--- src/rtl/ipv4_dp_pkg.sv ---
// ---------------------------------------------------------------------------
// ipv4_dp_pkg - shared types and constants for the IPv4 dotted-quad parser
// Token format passed from the classifier front end to the parse back end.
// ---------------------------------------------------------------------------
package ipv4_dp_pkg;

    localparam int CHAR_BITS   = 8;
    localparam int ADDR_BITS   = 32;
    localparam int PART_BITS   = 10;
    localparam int QUEUE_DEPTH = 4;
    localparam int QUEUE_AW    = $clog2(QUEUE_DEPTH);

    localparam logic [CHAR_BITS-1:0] CH_ZERO = CHAR_BITS'('h30);
    localparam logic [CHAR_BITS-1:0] CH_NINE = CHAR_BITS'('h39);
    localparam logic [CHAR_BITS-1:0] CH_DOT  = CHAR_BITS'('h2E);

    localparam logic [PART_BITS-1:0] OCTET_MAX = PART_BITS'(255);

    typedef enum logic [1:0] {
        TOK_DIGIT,
        TOK_DOT,
        TOK_OTHER,
        TOK_END
    } tok_kind_t;

    typedef struct packed {
        tok_kind_t   kind;
        logic [3:0]  digit;
    } tok_t;

endpackage

--- src/rtl/ipv4_dp_front.sv ---
// ---------------------------------------------------------------------------
// ipv4_dp_front - character classifier
// Turns each accepted input word into a token and pushes it into the queue.
// ---------------------------------------------------------------------------
module ipv4_dp_front (
    input  logic                             s_tvalid,
    output logic                             s_tready,
    input  logic [ipv4_dp_pkg::CHAR_BITS-1:0] s_tdata,
    input  logic                             s_tlast,
    output logic                             push_valid,
    input  logic                             push_ready,
    output ipv4_dp_pkg::tok_t                push_tok
);

    assign s_tready   = push_ready;
    assign push_valid = s_tvalid;

    always_comb begin
        push_tok.digit = 4'(s_tdata - ipv4_dp_pkg::CH_ZERO);
        if (s_tlast) begin
            push_tok.kind = ipv4_dp_pkg::TOK_END;
        end else if (s_tdata inside {[ipv4_dp_pkg::CH_ZERO:ipv4_dp_pkg::CH_NINE]}) begin
            push_tok.kind = ipv4_dp_pkg::TOK_DIGIT;
        end else if (s_tdata == ipv4_dp_pkg::CH_DOT) begin
            push_tok.kind = ipv4_dp_pkg::TOK_DOT;
        end else begin
            push_tok.kind = ipv4_dp_pkg::TOK_OTHER;
        end
    end

endmodule

--- src/rtl/ipv4_dp_queue.sv ---
// ---------------------------------------------------------------------------
// ipv4_dp_queue - small token FIFO
// Decouples the classifier from the parse back end.
// ---------------------------------------------------------------------------
module ipv4_dp_queue (
    input  logic              aclk,
    input  logic              aresetn,
    input  logic              push_valid,
    output logic              push_ready,
    input  ipv4_dp_pkg::tok_t push_tok,
    output logic              pop_valid,
    input  logic              pop_ready,
    output ipv4_dp_pkg::tok_t pop_tok
);

    ipv4_dp_pkg::tok_t mem [ipv4_dp_pkg::QUEUE_DEPTH];

    logic [ipv4_dp_pkg::QUEUE_AW:0] wr_ptr_reg, wr_ptr_next;
    logic [ipv4_dp_pkg::QUEUE_AW:0] rd_ptr_reg, rd_ptr_next;
    logic                           do_push, do_pop;
    logic                           empty, full;

    assign empty = (wr_ptr_reg == rd_ptr_reg);
    assign full  = (wr_ptr_reg[ipv4_dp_pkg::QUEUE_AW] != rd_ptr_reg[ipv4_dp_pkg::QUEUE_AW]) &&
                   (wr_ptr_reg[ipv4_dp_pkg::QUEUE_AW-1:0] ==
                    rd_ptr_reg[ipv4_dp_pkg::QUEUE_AW-1:0]);

    assign push_ready = !full;
    assign pop_valid  = !empty;
    assign do_push    = push_valid && !full;
    assign do_pop     = pop_ready && !empty;
    assign pop_tok    = mem[rd_ptr_reg[ipv4_dp_pkg::QUEUE_AW-1:0]];

    assign wr_ptr_next = wr_ptr_reg + (ipv4_dp_pkg::QUEUE_AW+1)'(do_push);
    assign rd_ptr_next = rd_ptr_reg + (ipv4_dp_pkg::QUEUE_AW+1)'(do_pop);

    always_ff @(posedge aclk) begin
        if (do_push) begin
            mem[wr_ptr_reg[ipv4_dp_pkg::QUEUE_AW-1:0]] <= push_tok;
        end
    end

    always_ff @(posedge aclk) begin
        if (!aresetn) begin
            wr_ptr_reg <= '0;
            rd_ptr_reg <= '0;
        end else begin
            wr_ptr_reg <= wr_ptr_next;
            rd_ptr_reg <= rd_ptr_next;
        end
    end

endmodule

--- src/rtl/ipv4_dp_back.sv ---
// ---------------------------------------------------------------------------
// ipv4_dp_back - parse state and result register
// Consumes one token per cycle; END tokens load the output register once free.
// ---------------------------------------------------------------------------
module ipv4_dp_back (
    input  logic                              aclk,
    input  logic                              aresetn,
    input  logic                              pop_valid,
    output logic                              pop_ready,
    input  ipv4_dp_pkg::tok_t                 pop_tok,
    output logic                              m_tvalid,
    input  logic                              m_tready,
    output logic [ipv4_dp_pkg::ADDR_BITS-1:0] m_tdata,
    output logic                              m_tuser
);

    logic [1:0]                        part_index_reg, part_index_next;
    logic [ipv4_dp_pkg::PART_BITS-1:0] part_value_reg, part_value_next;
    logic [1:0]                        digit_count_reg, digit_count_next;
    logic                              lead_zero_reg, lead_zero_next;
    logic [23:0]                       done_octets_reg, done_octets_next;
    logic                              error_reg, error_next;

    logic                              m_tvalid_reg, m_tvalid_next;
    logic [ipv4_dp_pkg::ADDR_BITS-1:0] m_tdata_reg, m_tdata_next;
    logic                              m_tuser_reg, m_tuser_next;

    logic                              out_free, take, part_ok, addr_ok;

    assign out_free  = !m_tvalid_reg || m_tready;
    assign pop_ready = (pop_tok.kind != ipv4_dp_pkg::TOK_END) || out_free;
    assign take      = pop_valid && pop_ready;

    assign part_ok = (digit_count_reg != 2'd0) &&
                     !(lead_zero_reg && digit_count_reg != 2'd1) &&
                     (part_value_reg <= ipv4_dp_pkg::OCTET_MAX);
    assign addr_ok = !error_reg && (part_index_reg == 2'd3) && part_ok;

    always_comb begin
        part_index_next  = part_index_reg;
        part_value_next  = part_value_reg;
        digit_count_next = digit_count_reg;
        lead_zero_next   = lead_zero_reg;
        done_octets_next = done_octets_reg;
        error_next       = error_reg;
        m_tvalid_next    = m_tvalid_reg && !m_tready;
        m_tdata_next     = m_tdata_reg;
        m_tuser_next     = m_tuser_reg;

        if (take) begin
            case (pop_tok.kind)
                ipv4_dp_pkg::TOK_END: begin
                    m_tvalid_next    = 1'b1;
                    m_tuser_next     = addr_ok;
                    m_tdata_next     = addr_ok ? {done_octets_reg, part_value_reg[7:0]} : '0;
                    part_index_next  = '0;
                    part_value_next  = '0;
                    digit_count_next = '0;
                    lead_zero_next   = 1'b0;
                    done_octets_next = '0;
                    error_next       = 1'b0;
                end
                ipv4_dp_pkg::TOK_DIGIT: begin
                    if (!error_reg) begin
                        if (digit_count_reg == 2'd3) begin
                            error_next = 1'b1;
                        end else begin
                            if (digit_count_reg == 2'd0) begin
                                lead_zero_next = (pop_tok.digit == 4'd0);
                            end
                            // x10 as shift-add, wraps at 10 bits
                            part_value_next = (part_value_reg << 3) + (part_value_reg << 1) +
                                              ipv4_dp_pkg::PART_BITS'(pop_tok.digit);
                            digit_count_next = digit_count_reg + 2'd1;
                        end
                    end
                end
                ipv4_dp_pkg::TOK_DOT: begin
                    if (!error_reg) begin
                        if (!part_ok || part_index_reg == 2'd3) begin
                            error_next = 1'b1;
                        end else begin
                            done_octets_next = {done_octets_reg[15:0], part_value_reg[7:0]};
                            part_index_next  = part_index_reg + 2'd1;
                            part_value_next  = '0;
                            digit_count_next = '0;
                            lead_zero_next   = 1'b0;
                        end
                    end
                end
                default: begin
                    error_next = 1'b1;
                end
            endcase
        end
    end

    always_ff @(posedge aclk) begin
        if (!aresetn) begin
            part_index_reg  <= '0;
            part_value_reg  <= '0;
            digit_count_reg <= '0;
            lead_zero_reg   <= 1'b0;
            done_octets_reg <= '0;
            error_reg       <= 1'b0;
            m_tvalid_reg    <= 1'b0;
        end else begin
            part_index_reg  <= part_index_next;
            part_value_reg  <= part_value_next;
            digit_count_reg <= digit_count_next;
            lead_zero_reg   <= lead_zero_next;
            done_octets_reg <= done_octets_next;
            error_reg       <= error_next;
            m_tvalid_reg    <= m_tvalid_next;
        end
    end

    always_ff @(posedge aclk) begin
        m_tdata_reg <= m_tdata_next;
        m_tuser_reg <= m_tuser_next;
    end

    assign m_tvalid = m_tvalid_reg;
    assign m_tdata  = m_tdata_reg;
    assign m_tuser  = m_tuser_reg;

endmodule

--- src/rtl/ipv4_dotted_decimal_parser_unit.sv ---
// ---------------------------------------------------------------------------
// ipv4_dotted_decimal_parser_unit - strict dotted-quad IPv4 text parser
// Character stream in, one (valid, address) word out per end-of-text word.
// ---------------------------------------------------------------------------
//  channel | dir | tdata                | tlast        | tuser
//  s_      | in  | [7:0] character      | end_of_text  | -
//  m_      | out | [31:0] address       | -            | [0] valid_res
//
//  One input word per cycle sustained while results are taken; a 4-entry token
//  queue sits between the classifier and the parse state.
//  An end-of-text token goes through the queue, then loads the output register.
//  Only an end-of-text token stalls the back end, while the output register
//  still holds an untaken word; words behind it fill the queue, then s_tready drops.
//  aresetn is synchronous, active low; the block takes words the cycle after.
module ipv4_dotted_decimal_parser_unit (
    input  logic                               aclk,
    input  logic                               aresetn,
    input  logic                               s_tvalid,
    output logic                               s_tready,
    input  logic [ipv4_dp_pkg::CHAR_BITS-1:0]  s_tdata,   // [7:0] character
    input  logic                               s_tlast,
    output logic                               m_tvalid,
    input  logic                               m_tready,
    output logic [ipv4_dp_pkg::ADDR_BITS-1:0]  m_tdata,   // [31:0] address
    output logic                               m_tuser    // [0] valid_res
);

    logic              push_valid, push_ready, pop_valid, pop_ready;
    ipv4_dp_pkg::tok_t push_tok, pop_tok;

    ipv4_dp_front u_front (
        .s_tvalid   (s_tvalid),
        .s_tready   (s_tready),
        .s_tdata    (s_tdata),
        .s_tlast    (s_tlast),
        .push_valid (push_valid),
        .push_ready (push_ready),
        .push_tok   (push_tok)
    );

    ipv4_dp_queue u_queue (
        .aclk       (aclk),
        .aresetn    (aresetn),
        .push_valid (push_valid),
        .push_ready (push_ready),
        .push_tok   (push_tok),
        .pop_valid  (pop_valid),
        .pop_ready  (pop_ready),
        .pop_tok    (pop_tok)
    );

    ipv4_dp_back u_back (
        .aclk      (aclk),
        .aresetn   (aresetn),
        .pop_valid (pop_valid),
        .pop_ready (pop_ready),
        .pop_tok   (pop_tok),
        .m_tvalid  (m_tvalid),
        .m_tready  (m_tready),
        .m_tdata   (m_tdata),
        .m_tuser   (m_tuser)
    );

endmodule

--- config.mk ---
export PLATFORM = sky130hd
export DESIGN_NAME = ipv4_dotted_decimal_parser_unit
export DESIGN_NICKNAME = d
export VERILOG_FILES = /design/src/rtl/ipv4_dp_pkg.sv /design/src/rtl/ipv4_dp_front.sv /design/src/rtl/ipv4_dp_queue.sv /design/src/rtl/ipv4_dp_back.sv /design/src/rtl/ipv4_dotted_decimal_parser_unit.sv
export SDC_FILE = /design/constraint.sdc
export NUM_CORES = 1
export LEC_CHECK = 0
export BUFFER_PORTS_ARGS = -buffer_cell sky130_fd_sc_hd__buf_2
export CORE_MARGIN = 10
export CORE_UTILIZATION = 59
export DETAILED_ROUTE_END_ITERATION = 8
export GPL_TIMING_DRIVEN = 0
export PLACE_DENSITY = 0.77
export SLEW_MARGIN = 20
export SYNTH_ARGS = -nofsm -noshare
export SYNTH_HDL_FRONTEND = slang
export SYNTH_HIERARCHICAL = 1
export SYNTH_SLANG_ARGS = --single-unit
export TNS_END_PERCENT = 50
--- constraint.sdc ---
create_clock -name aclk -period 3.87 [get_ports aclk]
set_input_delay 0.1935 -clock aclk [delete_from_list [all_inputs] [get_ports aclk]]
set_output_delay 0.1935 -clock aclk [all_outputs]
set_load 0.02 [all_outputs]
==> results of run 1 <==
logic make-up (layout without fill, tap and decap cells):
family          Yosys count  after routing
mux                       6              6
buf+inv                  41            104
compound gates           70             70
xor+xnor                 12             12
simple gates            145            145
fa+ha+maj                23             23
flops                   104            104
cell type report:
type	count	area (um^2)	share of cell area, %
multi-input cells	256	1880	35.4
inverters	11	41.3	0.778
clock buffers	9	124	2.33
well taps	102	128	2.40
clock inverters	7	56.3	1.06
plain buffers	30	180	3.39
flip-flops and latches	104	2650	50.0
repair buffers	47	250	4.71
critical path, delay by kind of cell (launching register included):
family                   cells  cell delay (ps)
AO/OA/AOI/OAI                3              350
AND/OR/NAND/NOR              2              720
multiplexers                 1              540
flip-flops                   1              340
adder cells (fa/ha/maj)      2              620
buffers and inverters        3              410
power groups by stage:
| stage | Sequential, mW | Combinational [mW] | Clock, mW |
|---|---|---|---|
| floorplan | 1.61 | 0.578 | 0 |
| global placement | 1.45 | 0.986 | 0 |
| detailed placement | 1.44 | 1.05 | 0 |
| CTS | 1.42 | 1.06 | 0.636 |
| global route | 1.44 | 1.15 | 0.674 |
| finish | 1.42 | 1.05 | 0.618 |
cell usage after synthesis (2+ instances only):
master and number:
sky130_fd_sc_hd__a211oi_1 2, sky130_fd_sc_hd__a21boi_0 21, sky130_fd_sc_hd__a21boi_1 13, sky130_fd_sc_hd__a21o_1 2, sky130_fd_sc_hd__a21oi_1 5, sky130_fd_sc_hd__a31oi_1 5, sky130_fd_sc_hd__a32o_1 2, sky130_fd_sc_hd__a32oi_1 2
sky130_fd_sc_hd__and2_1 39, sky130_fd_sc_hd__buf_2 5, sky130_fd_sc_hd__buf_4 11, sky130_fd_sc_hd__clkbuf_1 10, sky130_fd_sc_hd__dfxtp_1 47, sky130_fd_sc_hd__edfxtp_1 57, sky130_fd_sc_hd__fa_1 2, sky130_fd_sc_hd__ha_1 21
sky130_fd_sc_hd__inv_1 11, sky130_fd_sc_hd__mux4_2 6, sky130_fd_sc_hd__nand2_1 42, sky130_fd_sc_hd__nand2b_1 3, sky130_fd_sc_hd__nand3_1 37, sky130_fd_sc_hd__nand3b_1 3, sky130_fd_sc_hd__nand4_1 3, sky130_fd_sc_hd__nor2_1 6
sky130_fd_sc_hd__nor3_1 2, sky130_fd_sc_hd__nor4_1 2, sky130_fd_sc_hd__o211a_1 2, sky130_fd_sc_hd__o21ai_0 4, sky130_fd_sc_hd__o21bai_1 2, sky130_fd_sc_hd__or4b_2 2, sky130_fd_sc_hd__xnor2_1 4, sky130_fd_sc_hd__xnor2_2 2
sky130_fd_sc_hd__xor2_1 6
layer usage:
metal | wire length, um | vias up | GRT usage, %
li1 | - | 1558 | -
met2 | 4380 | 63 | 27.2
met5 | 0 | - | 0
met3 | 427 | 17 | 3.34
met4 | 204 | 0 | 6.69
met1 | 3760 | 1513 | 18.3
placed cells by master (no fill, tap or decap), drive strengths merged, types with 6 or more instances in the layout:
cell type	count
xor2	6
mux4	6
clkbuf	20
xnor2	6
inv	13
buf	66
a21boi	34
dfxtp	47
nand2	42
nand3	37
and2	39
nor2	6
edfxtp	57
ha	21
per-stage QoR:
stage | util, % | cell area [um^2]
3_5_place_dp | 66.0 | 5130
4_1_cts | 68.3 | 5310
3_3_place_gp | 65.6 | 5090
6_report | 68.3 | 5310
5_1_grt | 68.3 | 5310
2_1_floorplan | - | 4740
how the worst min path moves through the flow:
stage	start	to	slack, ps	cells after the start
detailed placement	u_back/done_octets_reg[17]	u_back/done_octets_reg[17]	450	2
CTS	aresetn	u_queue/rd_ptr_reg[1]	90	2
global placement	u_back/done_octets_reg[16]	u_back/done_octets_reg[16]	440	2
floorplan	aresetn	u_queue/rd_ptr_reg[0]	320	1
global route	aresetn	u_queue/rd_ptr_reg[1]	120	2
finish	aresetn	u_queue/rd_ptr_reg[1]	110	2
==> impl_summary.md, run 1 <==
Outcome
The run finished with clean final reports.

Worst setup path
The slowest stage cell on the critical path is sky130_fd_sc_hd__or4b_2. The required arrival time at the worst endpoint is 4180 ps. At the worst endpoint, the arrival time is 3350 ps.

In this run the critical register-to-register path is launched from u_queue/rd_ptr_reg[0]. The worst register-to-register path has a depth of 11. The maximum net fanout on the critical path is 7.

The worst setup path is launched from a register. Traced cell by cell, the critical path runs through buf_4 > mux4_2 > inv_1 > fa_1 > inv_1 > fa_1 > a211oi_1 > o21bai_1 > a21oi_1 > or4b_2 > nand3_1. The worst setup slack for register-to-register paths is 830 ps. The critical setup path kind is reg2reg. The endpoint of the most critical register-to-register path is u_back/part_value_reg[8]. The origin of the worst setup path is u_queue/rd_ptr_reg[0]. STA classifies the critical path endpoint as a register.

The critical path ends at u_back/part_value_reg[8]. The critical path's largest stage delay is 640 ps.

Detailed routing
After detailed routing, the average wire length per cell comes to 15.5 um. Using the TritonRoute via totals, the vias-per-cell ratio works out to 5.57. The residual antenna-violating net count after detailed routing is 0. For this run, design rule violations remaining after detail routing come to 0. The first TritonRoute pass finished after 5 iterations. The routed wire length is 8770 um. The DRC violation total after the first TritonRoute iteration is 149. Summing over every cut layer, the via total after detailed routing is 3,151.

Synthesis
The compound-cell area share of the yosys netlist is 11.5%. In this run the mean area of a mapped cell was 11.8 um^2. The largest total area in the synthesized netlist belongs to sky130_fd_sc_hd__edfxtp_1. Yosys printed 6 warnings. Synthesis produced 401 cells.

The basic-gate share of the synthesized area counting and, or, nand and nor cells is 16.1%. Of the post-synthesis cell area, the part taken by muxes is 2.85%. The share of the Yosys chip area taken by registers is 56.0%. The combinational family with the most area after synthesis is simple AND/OR/NAND/NOR gates. The netlist area before placement is 4740 um^2.

In this run, synthesis inferred 57 flip-flops with an integrated enable. The number of flip-flops and latches in the synthesized netlist is 104. By area the synthesized netlist is led by sky130_fd_sc_hd__edfxtp_1 36%, sky130_fd_sc_hd__dfxtp_1 20%, sky130_fd_sc_hd__ha_1 5.5%, sky130_fd_sc_hd__and2_1 5.2%, sky130_fd_sc_hd__nand3_1 3.9%.

The proportion of netlist area held by the largest area contributor is 36.1%. The share of synthesized cell area in full adder, half adder and majority cells is 6.39%. The distinct cell type count of the synthesized netlist is 53. For this run, the leading register cell type out of synthesis is sky130_fd_sc_hd__edfxtp_1.

The share of the synthesized netlist area taken by xor and xnor gates is 2.54%. The number of nets produced by synthesis is 437. Of all flip-flops after synthesis, the portion carrying an async set or reset was 0%.

Die
The floorplan has 32 rows. The die outline width is 110 um. The die outline height is 110 um. The count of pins on the block boundary is 48. The area of the die is 12,000 um^2. The initial utilization of the core area, before any placement, comes to 61.0%.

The core area is 7770 um^2.

Finish
After the last flow step, the layout net total stands at 495. The layout cell share with drive strength beyond 1 is 21.3%. Relative to the synthesized area, the layout overhead comes to 12.1%. The final standard cell count with taps included and fillers excluded is 566. The total inserted antenna cells is 0. The flip-flop count of the largest register after layout is 32. The number of fill cells in the layout is 617.

Timing
At the pin with the least slew margin, the transition time is 763 ps. The worst setup margin is 827 ps. Setup violations remaining at the end of the flow were counted as 0. The final count of pins violating max slew was 0.

In the final timing run, aggregate negative setup slack is 0 ps. The post-layout minimum cycle time is 3040 ps. Of the available clock period, the critical path in the final layout requires 78.6%. The worst hold margin is 105 ps. The headroom to the max-slew limit is 48.9%.

Timing would allow up to 329 MHz. Setup repair after global routing left no endpoint under its margin. The largest clock skew in the final design is 8.67 ps. The total count of hold-check failures in the final report was 0.

Placement
The post-DP HPWL is 6490 um. The worst slack after detailed placement is 843 ps. The number of placed instances, taps included, is 550.

The number of buffer cells added on primary ports is 46. Routability-driven placement finished with a final weighted congestion of 0.797.

Clock tree
Clock-pin slew was measured on the worst setup and hold paths at 100 ps. The number of clock sinks is 104. The tree is rooted in a sky130_fd_sc_hd__clkbuf_8. The post-cts gate resize count is 0. The number of levels in the clock H-tree is 3. The number of buffers inserted by hold repair at cts is 0.

The maximum clock path buffer count is 2. TritonCTS built the clock tree. At the later pin of the worst-skew pair, clock insertion delay measures 360 ps. The buffer count from post-CTS setup fixing is 0. The number of buffers created by CTS is 9.

Pwr
For this design the total switching power over the nets is 1.11 mW. The reported leakage power is 2.08 nW. The internal portion of the total power is 1.97 mW. In this run, the combinational gates consume 34.0% of the power.

Sequential cells burn 46.0% of the power. The maximum resistive drop on vdd is 0.000288 V. Net switching is 35.9% of the power. Power spread over the standard cell area amounts to 580 nW/um^2. The clock network fraction of design power is 20.1%. The design draws 3.08 mW.

GRT
The first-pass GRT wire length is 15,000 um. The initial antenna violation count is 0. The total global-route track usage is 15.6%. Entering global routing, the biggest net connects 33 pins.

Global routing finished with a remaining overflow of 0. The number of global-route vias before repair is 3,169.

Hold path
The tightest min-delay check is of the in2reg type.

Flow run
Max-cap violations in this run came to 0.
Note: power is estimated with default switching activity, not from simulation.
==> run 2: changes to the inputs <==
clock period = 2.85 ns   (was 3.87 ns; I/O delays follow)
==> run 2 against run 1 <==
Net effect:
- sequential cell count stayed put
- maximum frequency is 8.6% higher
- register-to-register slack worse by 780 ps
- worst hold slack worse by 46 ps
- highest routed layer unchanged
==> impl_summary.md, run 2 (synthesized netlist as in run 1, its figures left out) <==
Worst setup path
The critical path's largest stage delay came to 530 ps (was 640 ps). The endpoint arrival time on the critical path came to 3120 ps (was 3350 ps). Sequence of cells on the critical path: buf_8 > mux4_2 > inv_2 > fa_1 > inv_2 > fa_2 > a211oi_2 > o21bai_1 > a21oi_2 > or4b_4 > nand3_2 (was buf_4 > mux4_2 > inv_1 > fa_1 > inv_1 > fa_1 > a211oi_1 > o21bai_1 > a21oi_1 > or4b_2 > nand3_1). The number of buffer and inverter stages on the critical path was 3 (unchanged). The critical setup path kind is reg2reg (unchanged).

The maximum net fanout on the critical path is 7 (unchanged). The slowest stage cell on the critical path is sky130_fd_sc_hd__or4b_4 (was sky130_fd_sc_hd__or4b_2). The largest delay contributor family on the critical path is adder cells (was simple AND/OR/NAND/NOR gates). The nature of the critical path startpoint is a register (unchanged). The most frequent cell on the critical path is sky130_fd_sc_hd__inv_2. The required arrival time at the worst endpoint came to 3160 ps (was 4180 ps). The critical path capture point type is a register (unchanged).

Finish
The number of nets at the end of the flow was 504 (was 495). The most common library cell in the layout ignoring fill and taps is sky130_fd_sc_hd__edfxtp_1 (unchanged). The design area is 5460 um^2 (was 5310 um^2). The final standard cell count with taps included and fillers excluded is 575 (was 566). The layout-stage area growth over the synthesis result is 15.2% (was 12.1%). The area taken by flip-flops and latches is 2650 um^2 (about the same). The area of the multi-input gates is 1930 um^2 (was 1880 um^2).

The total inserted antenna cells is 0 (unchanged). The number of fill cells in the layout is 588 (was 617). The layout cell share with drive strength beyond 1 is 25.4% (was 21.3%). Most frequent cells in the layout: 57 x sky130_fd_sc_hd__edfxtp_1, 51 x sky130_fd_sc_hd__buf_2, 46 x sky130_fd_sc_hd__dfxtp_1 (was 57 x sky130_fd_sc_hd__edfxtp_1, 51 x sky130_fd_sc_hd__buf_2, 47 x sky130_fd_sc_hd__dfxtp_1). The flip-flop count of the largest register after layout is 32 (unchanged).

Placement
The number of buffer cells added on primary ports came to 46 (unchanged). The weighted congestion at the end of routability-driven global placement came to 0.802 (was 0.797). The area after detailed placement is 5110 um^2 (was 5130 um^2).

The count of placed standard cells including taps was 549 (was 550). The post-DP HPWL is 6350 um (was 6490 um).

Timing
The worst hold margin is 59.3 ps (was 105 ps). RSZ-0062 raised after global routing: true (was false). The summed negative setup slack over all endpoints is 0 ps (unchanged). The slew at the pin with the worst max-slew slack came to 800 ps (was 763 ps). The final count of pins violating max slew is 0 (unchanged). The post-layout minimum cycle time is 2800 ps (was 3040 ps). The headroom to the max-slew limit is 46.2% (was 48.9%). The total count of hold-check failures in the final report came to 0 (unchanged). The largest clock skew in the final design is 18.8 ps (was 8.67 ps). The number of setup violations in the final report is 0 (unchanged).

The upper clock frequency limit is 357 MHz (was 329 MHz). The post-route fraction of the period consumed by the critical path is 98.3% (was 78.6%).

Flow run
The number of max-cap violations is 0 (unchanged).

GRT
The initial antenna violation count is 0 (unchanged). The remaining global-route overflow is 0 (unchanged). The first-pass GRT wire length is 14,700 um (was 15,000 um). The largest net degree at the start of global routing is 21 (was 33). The total global-route track usage is 15.3% (was 15.6%). The number of global-route vias before repair is 3,094 (was 3,169).

Clock tree
The number of buffers inserted by hold repair at cts is 0 (unchanged). The number of buffers created by CTS is 9 (unchanged). The root cell of the clock tree is sky130_fd_sc_hd__clkbuf_8 (unchanged). The number of levels in the clock H-tree is 3 (unchanged).

The number of clock sinks is 104 (unchanged). The clock edge transition at the registers on the reported setup and hold paths was 100 ps (about the same). The CTS tree is done (unchanged).

The insertion delay of the later-clocked pin in the worst-skew pair is 380 ps (was 360 ps). The maximum clock path buffer count is 2 (unchanged).

Pwr
The maximum resistive drop on vdd is 0.000448 V (was 0.000288 V). The power density of the placed cells came to 805 nW/um^2 (was 580 nW/um^2). The reported leakage power is 2.15 nW (was 2.08 nW). The sum of internal, switching and leakage power is 4.39 mW (was 3.08 mW).

Outcome
Run status: finished clean (unchanged).

Die
The number of core rows is 32 (unchanged). The die outline width is 110 um (unchanged). The area of the die is 12,000 um^2 (unchanged). The initial core utilization is 61.0% (unchanged).

The core area is 7770 um^2 (unchanged). The count of pins on the block boundary is 48 (unchanged). The die outline height came to 110 um (unchanged).

Detailed routing
The per-cell via count in the routed design is 5.47 (was 5.57). The post-detailed-route wirelength per cell is 15.5 um (about the same). The residual antenna-violating net count after detailed routing is 0 (unchanged). The count of unresolved DRC violations after routing is 0 (unchanged). The count of TritonRoute iterations in the first routing pass is 4 (was 5). The via count of the routed design was 3,145 (was 3,151).

The routed wire length is 8890 um (was 8770 um). The DRC violation total after the first TritonRoute iteration is 133 (was 149).

Hold path
The worst min-delay path category was in2reg (unchanged).
## run 2: final timing paths
kind / to / slack, ps / start / depth (start not counted)
worst max-delay path: u_back/part_value_reg[8] / 50 / u_queue/rd_ptr_reg[0] / 11
worst min-delay path: u_queue/wr_ptr_reg[1] / 60 / aresetn / 2
worst max register to register: u_back/part_value_reg[8] / 50 / u_queue/rd_ptr_reg[0] / 11
worst min register to register: u_back/done_octets_reg[16] / 460 / u_back/done_octets_reg[16] / 2
## run 2: cell type report
type	instances	share of cell area (%)
inverter	11	0.757
buffer	30	3.44
sequential	104	48.6
timing repair buffer	55	5.91
clock buffer	9	2.27
tap	102	2.34
multi-input combinational	257	35.4
clock inverter	7	1.26
## run 2: worst register-to-register path: cells and delay by family, from the launching register on
kind	cells	cell delay [ps]
DFF	1	360
buffers and inverters	3	280
and+or+nand+nor	2	600
adders and majority gates	2	640
AOI/OAI and AO/OA	3	360
muxes	1	530
## run 2: metal layers
metal	wire length [um]	global-route usage, %	part of all wire [%]	vias to the layer above
li1	-	-	-	1577
met1	3750	18.3	42	1478
met2	4400	26.6	49	79
met3	607	2.93	6.8	11
met4	140	6.32	1.6	0
met5	0	0	0	-
## run 2: power breakdown
group | leakage (nW) | switching, mW | internal (mW)
registers | 0.916 | 0.0716 | 1.85
clock network | 0.101 | 0.550 | 0.347
logic | 1.13 | 0.976 | 0.597
## run 2: repair_timing
action | CTS | global route
pin swaps | 5 | 8
gates cloned | 1 | 0
setup buffers | 5 | 4
gates resized for setup | 8 | 9
setup endpoints to repair | 37 | 43
## run 2: through the flow
step	setup WS, ps	utilization (%)
floorplan	11.9	-
global placement	-151	65.7
detailed placement	-181	65.8
CTS	-7.33	69.2
global route	-62.0	70.3
finish	47.8	70.3
==> run 3: changes to the inputs <==
PLACE_DENSITY = not set   (was 0.77)
PLACE_DENSITY_LB_ADDON = 0.2   (was not set)
==> run 3 against run 2 <==
Net effect:
- largest cell class unchanged
- clock power decreased by 0.7%
- die area unchanged
- largest power group unchanged
- sequential power about the same
==> impl_summary.md, run 3 (synthesized netlist as in run 1, its figures left out) <==
Clock tree
The number of buffers inserted by hold repair at cts was 0 (unchanged). The number of levels in the clock H-tree is 3 (unchanged). The number of buffers created by CTS is 9 (unchanged). The maximum clock path buffer count is 2 (unchanged). The root cell of the clock tree was sky130_fd_sc_hd__clkbuf_8 (unchanged). The CTS tree is done (unchanged). The number of clock sinks came to 104 (unchanged). The insertion delay of the later-clocked pin in the worst-skew pair is 360 ps (was 380 ps).

The clock edge transition at the registers on the reported setup and hold paths is 100 ps (about the same).

Detailed routing
The DRC violation total after the first TritonRoute iteration came to 121 (was 133). The routed wire length is 9180 um (was 8890 um). The per-cell via count in the routed design is 5.53 (was 5.47).

The post-detailed-route wirelength per cell is 16.0 um (was 15.5 um). The residual antenna-violating net count after detailed routing is 0 (unchanged). The via count of the routed design is 3,174 (was 3,145). The count of unresolved DRC violations after routing came to 0 (unchanged). The count of TritonRoute iterations in the first routing pass is 4 (unchanged).

Die
The area of the die is 12,000 um^2 (unchanged). The core area is 7770 um^2 (unchanged). The number of core rows is 32 (unchanged). The die outline width is 110 um (unchanged). The initial core utilization is 61.0% (unchanged).

The count of pins on the block boundary is 48 (unchanged). The die outline height was 110 um (unchanged).

Finish
The most common library cell in the layout ignoring fill and taps was sky130_fd_sc_hd__edfxtp_1 (unchanged). The layout-stage area growth over the synthesis result is 15.7% (was 15.2%). The number of fill cells in the layout is 561 (was 588). The flip-flop count of the largest register after layout was 32 (unchanged). The total inserted antenna cells is 0 (unchanged). The area of the multi-input gates was 1940 um^2 (was 1930 um^2).

Most frequent cells in the layout: 57 x sky130_fd_sc_hd__edfxtp_1, 49 x sky130_fd_sc_hd__buf_2, 46 x sky130_fd_sc_hd__dfxtp_1 (was 57 x sky130_fd_sc_hd__edfxtp_1, 51 x sky130_fd_sc_hd__buf_2, 46 x sky130_fd_sc_hd__dfxtp_1). The design area is 5480 um^2 (was 5460 um^2). The layout cell share with drive strength beyond 1 is 25.6% (was 25.4%). The final cell utilization of the core is 70.6% (was 70.3%).

The area taken by flip-flops and latches is 2650 um^2 (unchanged). The number of nets at the end of the flow is 503 (was 504).

Timing
The largest clock skew in the final design is 8.94 ps (was 18.8 ps). The post-layout minimum cycle time is 2830 ps (was 2800 ps). The number of setup violations in the final report is 0 (unchanged). The final count of pins violating max slew is 0 (unchanged). The upper clock frequency limit came to 353 MHz (was 357 MHz). The worst hold margin is 63.5 ps (was 59.3 ps). The post-route fraction of the period consumed by the critical path was 99.3% (was 98.3%). The headroom to the max-slew limit was 42.1% (was 46.2%). The total count of hold-check failures in the final report is 0 (unchanged). The slew at the pin with the worst max-slew slack was 867 ps (was 800 ps).

RSZ-0062 raised after global routing: true (unchanged). The worst setup margin is 19.1 ps (was 47.8 ps).

Worst setup path
The endpoint of the most critical register-to-register path is u_back/part_value_reg[7] (was u_back/part_value_reg[8]). The critical path capture point type is a register (unchanged). The required arrival time at the worst endpoint is 3110 ps (was 3160 ps). The most frequent cell on the critical path is sky130_fd_sc_hd__inv_2 (unchanged).

The maximum net fanout on the critical path is 6 (was 7). The logic depth of the worst register-to-register path is 12 (was 11). The critical setup path kind is reg2reg (unchanged). The worst setup slack for register-to-register paths came to 20 ps (was 50 ps). The nature of the critical path startpoint is a register (unchanged).

Sequence of cells on the critical path: buf_6 > mux4_2 > inv_2 > fa_1 > inv_2 > buf_4 > ha_1 > a21o_1 > o21ai_2 > nand2_1 > xor2_1 > a32o_1 (was buf_8 > mux4_2 > inv_2 > fa_1 > inv_2 > fa_2 > a211oi_2 > o21bai_1 > a21oi_2 > or4b_4 > nand3_2). The endpoint arrival time on the critical path is 3090 ps (was 3120 ps). The critical path's largest stage delay is 520 ps (was 530 ps). The beginning of the worst register-to-register path is u_queue/rd_ptr_reg[0] (unchanged). The slowest stage cell on the critical path is sky130_fd_sc_hd__mux4_2 (was sky130_fd_sc_hd__or4b_4).

Hold path
The endpoint with the worst hold slack is u_queue/rd_ptr_reg[0] (was u_queue/wr_ptr_reg[1]). The worst min-delay path category is in2reg (unchanged). The worst min-delay path startpoint was aresetn (unchanged). The number of instances on the worst hold path is 2 (unchanged).

Placement
The post-DP HPWL is 6470 um (was 6350 um). The weighted congestion at the end of routability-driven global placement is 0.808 (was 0.802). The worst slack after detailed placement is -197 ps (was -181 ps). The area after detailed placement was 5110 um^2 (unchanged).

The number of buffer cells added on primary ports was 46 (unchanged).

Pwr
The maximum resistive drop on vdd came to 0.000544 V (was 0.000448 V). The reported leakage power is 2.14 nW (was 2.15 nW). The power density of the placed cells was 797 nW/um^2 (was 805 nW/um^2).

GRT
The remaining global-route overflow is 0 (unchanged). The number of global-route vias before repair is 3,106 (was 3,094). The initial antenna violation count is 0 (unchanged).

The first-pass GRT wire length is 14,800 um (was 14,700 um). The total global-route track usage is 15.4% (was 15.3%). The largest net degree at the start of global routing is 34 (was 21).

Outcome
Run status: finished clean (unchanged).

Flow run
The number of max-cap violations is 0 (unchanged).
run 3: cell count changes in the layout (fill, tap and decap cells not counted), sizes merged:
cell / delta
nor2: -1
clkinvlp: +3
clkinv: +1
inv: -5
buf: +1
run 3: per-stage QoR:
step           setup TNS (ps)  cells  power [mW]
6_report                    0    574        4.37
5_1_grt                 -1200    574        4.60
4_1_cts                 -43.7    569        4.32
3_5_place_dp            -3360    549        3.36
3_3_place_gp             -161    549        3.31
2_1_floorplan               0    401        2.98
run 3: worst max-delay path, delay by kind of cell, from the launching register on:
family	cells	cell delay (ps)
AOI/OAI and AO/OA	3	560
muxes	1	520
DFF	1	360
buffers and inverters	4	410
and+or+nand+nor	1	110
xor gates and xnor gates	1	160
adders and majority gates	2	610
run 3: worst max-delay path by stage:
| stage | endpoint | start | cells after the start |
|---|---|---|---|
| 4_1_cts | u_back/part_value_reg[8] | u_queue/rd_ptr_reg[0] | 11 |
| 6_report | u_back/part_value_reg[7] | u_queue/rd_ptr_reg[0] | 12 |
| 5_1_grt | u_back/part_value_reg[9] | u_queue/rd_ptr_reg[0] | 12 |
| 2_1_floorplan | u_back/part_value_reg[8] | u_queue/rd_ptr_reg[0] | 11 |
| 3_3_place_gp | u_back/part_value_reg[8] | u_queue/rd_ptr_reg[0] | 11 |
| 3_5_place_dp | u_back/part_value_reg[8] | u_queue/rd_ptr_reg[0] | 11 |
run 3: metal layers:
| metal | part of all wire [%] | vias up | track usage, % |
|---|---|---|---|
| met5 | 0 | - | 0 |
| met2 | 51 | 82 | 26.5 |
| met4 | 1.4 | 0 | 5.86 |
| met3 | 5.6 | 10 | 3.28 |
| met1 | 42 | 1511 | 18.6 |
| li1 | - | 1571 | - |
run 3: area by class of cell:
type	count	area share [%]
Tap cell	102	2.33
Buffer	30	3.77
Clock inverter	6	0.936
Multi-Input combinational cell	256	35.4
Timing Repair Buffer	55	5.66
Sequential cell	104	48.4
Clock buffer	10	2.72
Inverter	11	0.753
run 3: power breakdown:
group | total [mW] | switching (mW) | internal, mW
clock | 0.891 | 0.511 | 0.380
combinational | 1.54 | 0.966 | 0.576
sequential | 1.93 | 0.0745 | 1.86
total | 4.37 | 1.55 | 2.81
run 3: what timing repair did:
| item | 4_1_cts | 5_1_grt |
|---|---|---|
| buffers inserted | 4 | 5 |
| endpoints found under the setup margin | 37 | 36 |
| gates cloned | 0 | 0 |
| resized for setup | 12 | 14 |
| pin swaps | 3 | 5 |
